<file path="src/onu_pkg.sv">
// ----------------------------------------------------------------------------
// onu_pkg - shared types and constants
// field widths, sequencer states and the control group for the scan unit
// ----------------------------------------------------------------------------
package onu_pkg;

  localparam int KEY_W = 64;
  localparam int NU_W  = 32;
  localparam int CAP_W = 7;

  localparam logic [CAP_W-1:0] CAP_RESET = 7'd64;

  typedef enum logic [3:0] {
    ST_IDLE  = 4'b0001,
    ST_SCAN  = 4'b0010,
    ST_FLUSH = 4'b0100,
    ST_WRITE = 4'b1000
  } state_t;

  typedef struct packed {
    logic             clear;
    logic [KEY_W-1:0] key;
  } scan_ctrl_t;

endpackage

</file>
<file path="src/onu_scan.sv">
// ----------------------------------------------------------------------------
// onu_scan - shared compare unit
// checks one stored entry per cycle for a key match and the largest next use
// ----------------------------------------------------------------------------
module onu_scan #(
  parameter int IW = 6
) (
  input  logic                                 clk,
  input  logic                                 rst,
  input  onu_pkg::scan_ctrl_t                  ctrl,
  input  logic                                 rd_valid,
  input  logic [IW-1:0]                        rd_idx,
  input  logic [onu_pkg::KEY_W+onu_pkg::NU_W-1:0] rd_data,
  output logic                                 match_found,
  output logic [IW-1:0]                        match_idx,
  output logic [IW-1:0]                        best_idx,
  output logic [onu_pkg::KEY_W-1:0]            best_key
);

  logic                       best_valid;
  logic [onu_pkg::NU_W-1:0]   best_nu;
  logic [onu_pkg::KEY_W-1:0]  ent_key;
  logic [onu_pkg::NU_W-1:0]   ent_nu;
  logic                       is_match;
  logic                       is_better;

  assign ent_key  = rd_data[onu_pkg::KEY_W+onu_pkg::NU_W-1:onu_pkg::NU_W];
  assign ent_nu   = rd_data[onu_pkg::NU_W-1:0];
  assign is_match = (ent_key == ctrl.key);
  // later next use wins, ties go to the larger key
  assign is_better = !best_valid || (ent_nu > best_nu) ||
                     ((ent_nu == best_nu) && (ent_key > best_key));

  always_ff @(posedge clk) begin
    if (rst || ctrl.clear) begin
      match_found <= 1'b0;
      best_valid  <= 1'b0;
    end else if (rd_valid) begin
      if (is_match) begin
        match_found <= 1'b1;
      end
      if (is_better) begin
        best_valid <= 1'b1;
      end
    end
  end

  always_ff @(posedge clk) begin
    if (rd_valid) begin
      if (is_match) begin
        match_idx <= rd_idx;
      end
      if (is_better) begin
        best_idx <= rd_idx;
        best_key <= ent_key;
        best_nu  <= ent_nu;
      end
    end
  end

endmodule

</file>
<file path="config.mk">
export PLATFORM = sky130hd
export DESIGN_NAME = onu_scan
export DESIGN_NICKNAME = d
export VERILOG_FILES = /design/src/onu_pkg.sv /design/src/onu_scan.sv
export SDC_FILE = /design/constraint.sdc
export NUM_CORES = 1
export LEC_CHECK = 0
export BUFFER_PORTS_ARGS = -buffer_cell sky130_fd_sc_hd__clkbuf_2
export CAP_MARGIN = 20
export CORE_MARGIN = 5
export CORE_UTILIZATION = 54
export DETAILED_ROUTE_END_ITERATION = 8
export GPL_TIMING_DRIVEN = 0
export PLACE_DENSITY = 0.88
export SYNTH_ARGS = -nofsm -noshare
export SYNTH_HDL_FRONTEND = slang
export SYNTH_SLANG_ARGS = --single-unit
</file>
<file path="constraint.sdc">
create_clock -name clk -period 14.3 [get_ports clk]
set_clock_uncertainty 0.1 [all_clocks]
set_input_delay 0 -clock clk [delete_from_list [all_inputs] [get_ports clk]]
set_output_delay 0 -clock clk [all_outputs]
set_load 0.05 [all_outputs]
</file>
==> key figures, run 1 <==
Outcome
  – Status: finished clean

Place
  – RePlAce Congestion: 0.9175
  – Detail Placement HPWL: 15,960 um
  – Dpl ws: 10,700 ps
  – Dpl cell area: 8105 um2
  – Buffers on Ports: 246

Cells and area
  – Layout cells sized above 1: 29.13%
  – Final Instance Area: 9469 um2
  – Storage cell area: 3283 um2
  – Final Core Density: 79.16%
  – NumNets Final: 1,212
  – Area of the multi-input gates: 2828 um2
  – Fillers: 649
  – Syn-to-layout area delta: 44.12%

Critical path
  – CP top delay family: simple AND/OR/NAND/NOR gates
  – Crit path max fanout: 27
  – Crit. End Element: flip-flop
  – Reg2reg start: best_nu[13]
  – Setup CP Type: flip-flop to flip-flop
  – Slowest CP cell: or4_1
  – Critical path data arrival time: 3560 ps
  – Crit start category: flip-flop
  – Buffer and inverter count on the worst path: 3
  – Crit-path cells: inv_1 -> ha_1 -> nand4_2 -> or4_1 -> or4_1 -> a31oi_1 -> o221ai_1 -> o221ai_4 -> buf_12 -> buf_12
  – Crit-path max cell delay: 560 ps
  – CP Data Required Time: 14,240 ps
  – CP Launch Point: best_nu[13]

Synthesis
  – Count leader, synth: inv_1
  – Syn_area_per_cell: 11.37 um2
  – Synthesized area: 6570 um2
  – Number of synthesized register bits: 110
  – Sequential share of the synthesized area: 49.97%
  – Syn Nets: 844
  – Cell count after synthesis: 578
  – Yosys top cell area share: 49.36%
  – Yosys cell types: 42
  – Synth cell count leaders: inv_1, edfxtp_1, ha_1
  – Ys flop type: edfxtp_1
  – Async set-or-reset flop fraction in the synthesized netlist: 0%
  – Synth top area cells: edfxtp_1, ha_1, inv_1, xnor2_1, a21oi_1
  – Area leader, netlist: edfxtp_1
  – Synth warn: 0
  – Post-synth EDFFs: 108

Clocking
  – H-tree Lvls: 3
  – Worst-path clk slew: 80 ps
  – TritonCTS clock tree: yes
  – Root Buffer: clkbuf_16
  – CTS sink cnt: 110
  – Clock Path Buffers: 2
  – CTS Buf Count: 9
  – Worst-Skew Late Latency: 350 ps

Power and ir drop
  – Reg power frac: 42.0%
  – Largest vdd supply drop: 0.09540 mV
  – Pwr dens: 103.1 nW/um2
  – Leakage power: 4.643 nW
  – Clock group share of total power: 26.2%
  – Net switching power: 0.0003333 W
  – Cell-internal power: 0.0006429 W
  – Sw Ratio: 34.14%
  – Combinational power share: 31.8%

STA
  – Final Cycle Share: 25.30%
  – Setup ws final: 10,680 ps
  – Sum Neg Setup Slack: 0 ps
  – Worst slew pin tran: 665.5 ps
  – Crit path time final: 3618 ps
  – Slew Limit Headroom: 55.29%
  – Fin. max-slew vios: 0
  – RSZ-0062 raised after global routing: no
  – Final hold vios: 0
  – Setup violators final: 0
  – Max Clk Rate: 276.4 MHz

Floorplanning
  – Die width: 120.3 um
  – Die span in y: 120.3 um
  – I/O pins: 247
  – Initial Util: 54.93%
  – Cell Rows: 40
  – Core area: 11,960 um2
  – Die Area: 14,470 um2

Global routing
  – GRT Util Overall: 30.86%
  – First-pass GRT wire length: 34,420 um
  – GRT overflow: 0
  – Largest net degree at the start of global routing: 28
  – Vias in the first global route: 6,535
  – Initial antenna violation count: 1

Drt
  – Drt drc: 0
  – DR vias/cell: 5.607
  – Antenna viol nets, final: 0
  – Initial DRC Count: 560
  – Vias: 6,162
  – WL/cell: 20.25 um
  – Final WL: 22,260 um
  – Drt pass-1 iters: 6

Run
  – Max_cap viols: 0

Worst hold path
  – HP Start: ctrl[54]
  – Worst min path class: primary input to flip-flop
power by group through the flow:
stage | Clock, W | Combinational [W] | Sequential (W)
2_1_floorplan | 0 | 0.000104 | 0.000494
5_1_grt | 0.000274 | 0.000335 | 0.000413
4_1_cts | 0.000257 | 0.000304 | 0.000409
6_report | 0.000256 | 0.000310 | 0.000410
3_3_place_gp | 0 | 0.000261 | 0.000421
3_5_place_dp | 0 | 0.000279 | 0.000416
state kept, by name (all words and copies together) (netlist names):
register / count
best_idx: 6
best_key: 64
best_nu: 32
best_valid: 1
match_found: 1
match_idx: 6
metrics by stage:
step | std cells | power [W] | hold WS [ps]
floorplan | 578 | 0.0005979 | -1.131
global placement | 971 | 0.0006822 | 90.71
detailed placement | 976 | 0.0006954 | 94.02
CTS | 1098 | 0.0009703 | 187.5
global route | 1099 | 0.001022 | 208.0
finish | 1099 | 0.0009763 | 201.6
path summary, 6_finish.rpt:
check                                     to  slack, ps  depth (start not counted)
worst max-delay path            best_key[46]      10680                         10
worst min-delay path            match_idx[0]        200                          5
worst max register to register  best_key[46]      10680                         10
worst min register to register   match_found        450                          1
kinds of logic (layout without fill, tap and decap cells):
logic type                 after synthesis  after routing  share of synthesized area [%]
AOI/OAI and AO/OA                      103            103                          10.28
xor gates and xnor gates                37             37                          4.932
adders and majority gates               96             96                          18.28
buffers and inverters                  127            500                          7.256
DFF                                    110            110                          49.97
other                                    0              1                              0
and+or+nand+nor                        105            105                          9.274
repair_timing:
action                    in CTS  in global routing
gates resized for setup        0                  0
hold buffers                 106                  0
hold endpoints to repair     110                  0
buffers inserted               0                  0
area by class of cell:
cell class                 count  share of cell area (%)
sequential                   110                   34.67
multi-input combinational    341                   29.86
timing repair buffer         357                   25.29
inverter                     127                   5.034
clock buffer                   9                   2.378
tap                          147                   1.942
clock inverter                 7                  0.7928
antenna                        1                 0.02643
metal layers:
| layer | up-vias | global-route usage, % | part of all wire, % |
|---|---|---|---|
| met4 | 0 | 14.73 | 4.8 |
| met5 | - | 0 | 0 |
| met3 | 88 | 8.279 | 9.5 |
| met2 | 390 | 53.95 | 49 |
| met1 | 2833 | 35.07 | 37 |
| li1 | 2851 | - | - |
worst min-delay path, delay by kind of cell:
kind | cells | cell delay [ps]
AOI/OAI and AO/OA | 1 | 60
buffers and inverters | 2 | 260
and+or+nand+nor | 2 | 150
placed cells by master, fill, tap and decap left out, types with 3 or more instances in the layout:
cell and instances:
dlygate4sd3_1 106, nand2_1 23, o22ai_1 11, clkinv_4 4
nor2b_1 4, nand3_1 8, o21ai_1 4, xnor2_1 22
inv_1 127, or4_1 4, xor2_1 15, ha_1 96
nand4_2 3, clkbuf_16 9, nand2b_1 5, a21o_1 5
a2111oi_0 3, nand4_1 29, a21oi_1 38, a221oi_1 10
o21ai_0 11, nor2_1 9, edfxtp_1 108, clkbuf_2 246
nor4_1 6, nor3_1 8
(Power assumes the default switching activity.)
==> run 2, diff against run 1 <==
CORE_UTILIZATION = 45   (was 54)
PLACE_DENSITY = 0.78   (was 0.88)
clock period = 3.1 ns   (was 14.3 ns; I/O delays follow)
==> run 2 against run 1 <==
The flow now finishes with violations (negative setup slack); sequential power increased to 4.6 times the previous value; design area up 4.2%; sequential share of layout area is 1.4 points lower; worst hold slack gained 3.9 ps.
==> key figures, run 2 (synthesis gave the netlist of run 1 again) <==
STA
  – Max Clk Rate: 299.5 MHz (+8.4%)
  – Slew Limit Headroom: 55.98% (+0.69 points)
  – RSZ-0062 raised after global routing: yes
  – Hold Slack: 205.5 ps (+3.866 ps)
  – Sum Neg Setup Slack: -18,930 ps (-18,930 ps)
  – Fin. max-slew vios: 0 (unchanged)
  – Final Cycle Share: 107.7% (+82 points)
  – Final hold vios: 0 (unchanged)
  – Crit path time final: 3339 ps (-279.0 ps)
  – Setup ws final: -238.9 ps (-10,920 ps)
  – Setup violators final: 102 (+102)
  – Worst slew pin tran: 655.2 ps (-10.28 ps)

Floorplanning
  – I/O pins: 247 (unchanged)
  – Core area: 14,420 um2 (+21%)
  – Initial Util: 45.55% (-9.4 points)
  – Cell Rows: 44 (+10%)
  – Die Area: 17,120 um2 (+18%)
  – Die width: 130.8 um (+8.7%)
  – Die span in y: 130.8 um (+8.7%)

Place
  – Buffers on Ports: 246 (unchanged)
  – Detail Placement HPWL: 16,590 um (+3.9%)
  – Dpl cell area: 8225 um2 (+1.5%)
  – RePlAce Congestion: 0.8935 (-2.6%)

Clocking
  – CTS Buf Count: 9 (unchanged)
  – Worst-Skew Late Latency: 360 ps (about the same)
  – H-tree Lvls: 3 (unchanged)
  – Worst-path clk slew: 80 ps (about the same)
  – CTS sink cnt: 110 (unchanged)
  – Root Buffer: clkbuf_16
  – TritonCTS clock tree: yes
  – Clock Path Buffers: 2 (unchanged)

Drt
  – DR vias/cell: 5.351 (-4.6%)
  – Antenna viol nets, final: 0 (unchanged)
  – WL/cell: 20.34 um (+0.41%)
  – Final WL: 23,430 um (+5.3%)
  – Vias: 6,164 (+0.032%)
  – Initial DRC Count: 439 (-22%)
  – Drt drc: 0 (unchanged)
  – Drt pass-1 iters: 5 (-1)

Cells and area
  – Most flop-heavy register: best_key
  – Syn-to-layout area delta: 50.20%
  – Most common cell after layout, fill and taps aside: clkbuf_2
  – Layout cells sized above 1: 31.51% (+2.4 points)
  – NumNets Final: 1,229 (+1.4%)
  – Antenna diodes: 0 (-1)
  – Final Core Density: 68.42% (-11 points)
  – Top flop regs: best_key: 64 flops, best_nu: 32 flops
  – Fillers: 1,013 (+56%)
  – Max reg flops: 64 (unchanged)
  – Commonest cells after routing, fill and taps aside: clkbuf_2, inv_1, edfxtp_1, dlygate4sd3_1, ha_1
  – Final Instance Area: 9868 um2 (+4.2%)

Critical path
  – CP top delay family: simple AND/OR/NAND/NOR gates
  – Crit-path cells: inv_2 -> ha_4 -> nand4_1 -> or4_4 -> or4_4 -> a31oi_4 -> o221ai_2 -> o221ai_4 -> buf_4 -> buf_6 -> buf_16 -> buf_16
  – Crit start category: flip-flop
  – CP Data Required Time: 3070 ps (-11,170 ps)
  – Crit path max fanout: 10 (-63%)
  – Setup CP Type: flip-flop to flip-flop
  – Buffer and inverter count on the worst path: 5 (+2)
  – Slowest CP cell: or4_4
  – Crit-path max cell delay: 550 ps (about the same)
  – Crit. End Element: flip-flop
  – Critical path data arrival time: 3310 ps (-250 ps)

Power and ir drop
  – Largest vdd supply drop: 0.3299 mV (+250%)
  – Pwr dens: 468.1 nW/um2 (+350%)
  – Leakage power: 4.772 nW (+2.8%)

Global routing
  – GRT overflow: 0 (unchanged)
  – Initial antenna violation count: 0 (-1)
  – First-pass GRT wire length: 34,140 um (-0.80%)
  – Largest net degree at the start of global routing: 21 (-25%)
  – GRT Util Overall: 26.76% (-4.1 points)
  – Vias in the first global route: 6,427 (-1.7%)

Outcome
  – Failing checks: negative setup slack
  – Status: finished, violations left

Worst hold path
  – Worst min path class: primary input to flip-flop

Run
  – Max_cap viols: 0 (unchanged)
[run 2: cell type report]
type	instances	area (um2)	share of cell area (%)
sequential	110	3283	33.27
clock inverter	6	56.30	0.5706
inverter	127	476.7	4.831
clock buffer	10	229.0	2.320
timing repair buffer	374	2668	27.03
multi-input combinational	341	2925	29.64
tap	184	230.2	2.333
[run 2: worst register-to-register path, cell delays in order (launching register included)]
cell and delay [ps]:
edfxtp_1 350, inv_2 50, ha_4 270, nand4_1 160, or4_4 550, or4_4 500
a31oi_4 210, o221ai_2 140, o221ai_4 180, buf_4 150, buf_6 110, buf_16 130
buf_16 140
[run 2: timing repair]
item | 4_1_cts | 5_1_grt
hold buffers | 106 | 0
cloned | 4 | 1
resized for setup | 19 | 6
pin swaps | 5 | 4
setup buffers | 12 | 2
endpoints found under the setup margin | 102 | 102
hold endpoints to repair | 110 | 0
[run 2: worst paths after layout]
path | from | endpoint | slack [ps] | depth (start not counted)
setup / recovery | best_nu[9] | best_key[50] | -240 | 12
hold / removal | ctrl[49] | match_idx[1] | 210 | 5
setup reg to reg | best_nu[9] | best_key[50] | -240 | 12
hold reg to reg | match_found | match_found | 410 | 1
[run 2: power breakdown]
part | internal (W) | switching, W
Sequential | 0.00182 | 0.0000709
Clock | 0.000563 | 0.000589
Combinational | 0.000615 | 0.000957
[run 2: routing by layer]
layer	routed length [um]	up-vias	share of wire (%)	track usage, %
li1	-	2890	-	-
met1	8935	2917	38	30.44
met2	12250	302	52	50.14
met3	1569	55	6.7	4.390
met4	670	0	2.9	9.861
met5	0	-	0	0
[run 2: metrics by stage]
stage / worst slack [ps] / cells / total power [W]
3_5_place_dp: -906.9 / 1014 / 0.003240
5_1_grt: -319.9 / 1152 / 0.004836
2_1_floorplan: -1277 / 578 / 0.002763
3_3_place_gp: -2354 / 1008 / 0.003165
4_1_cts: -203.0 / 1152 / 0.004601
6_report: -238.9 / 1152 / 0.004619
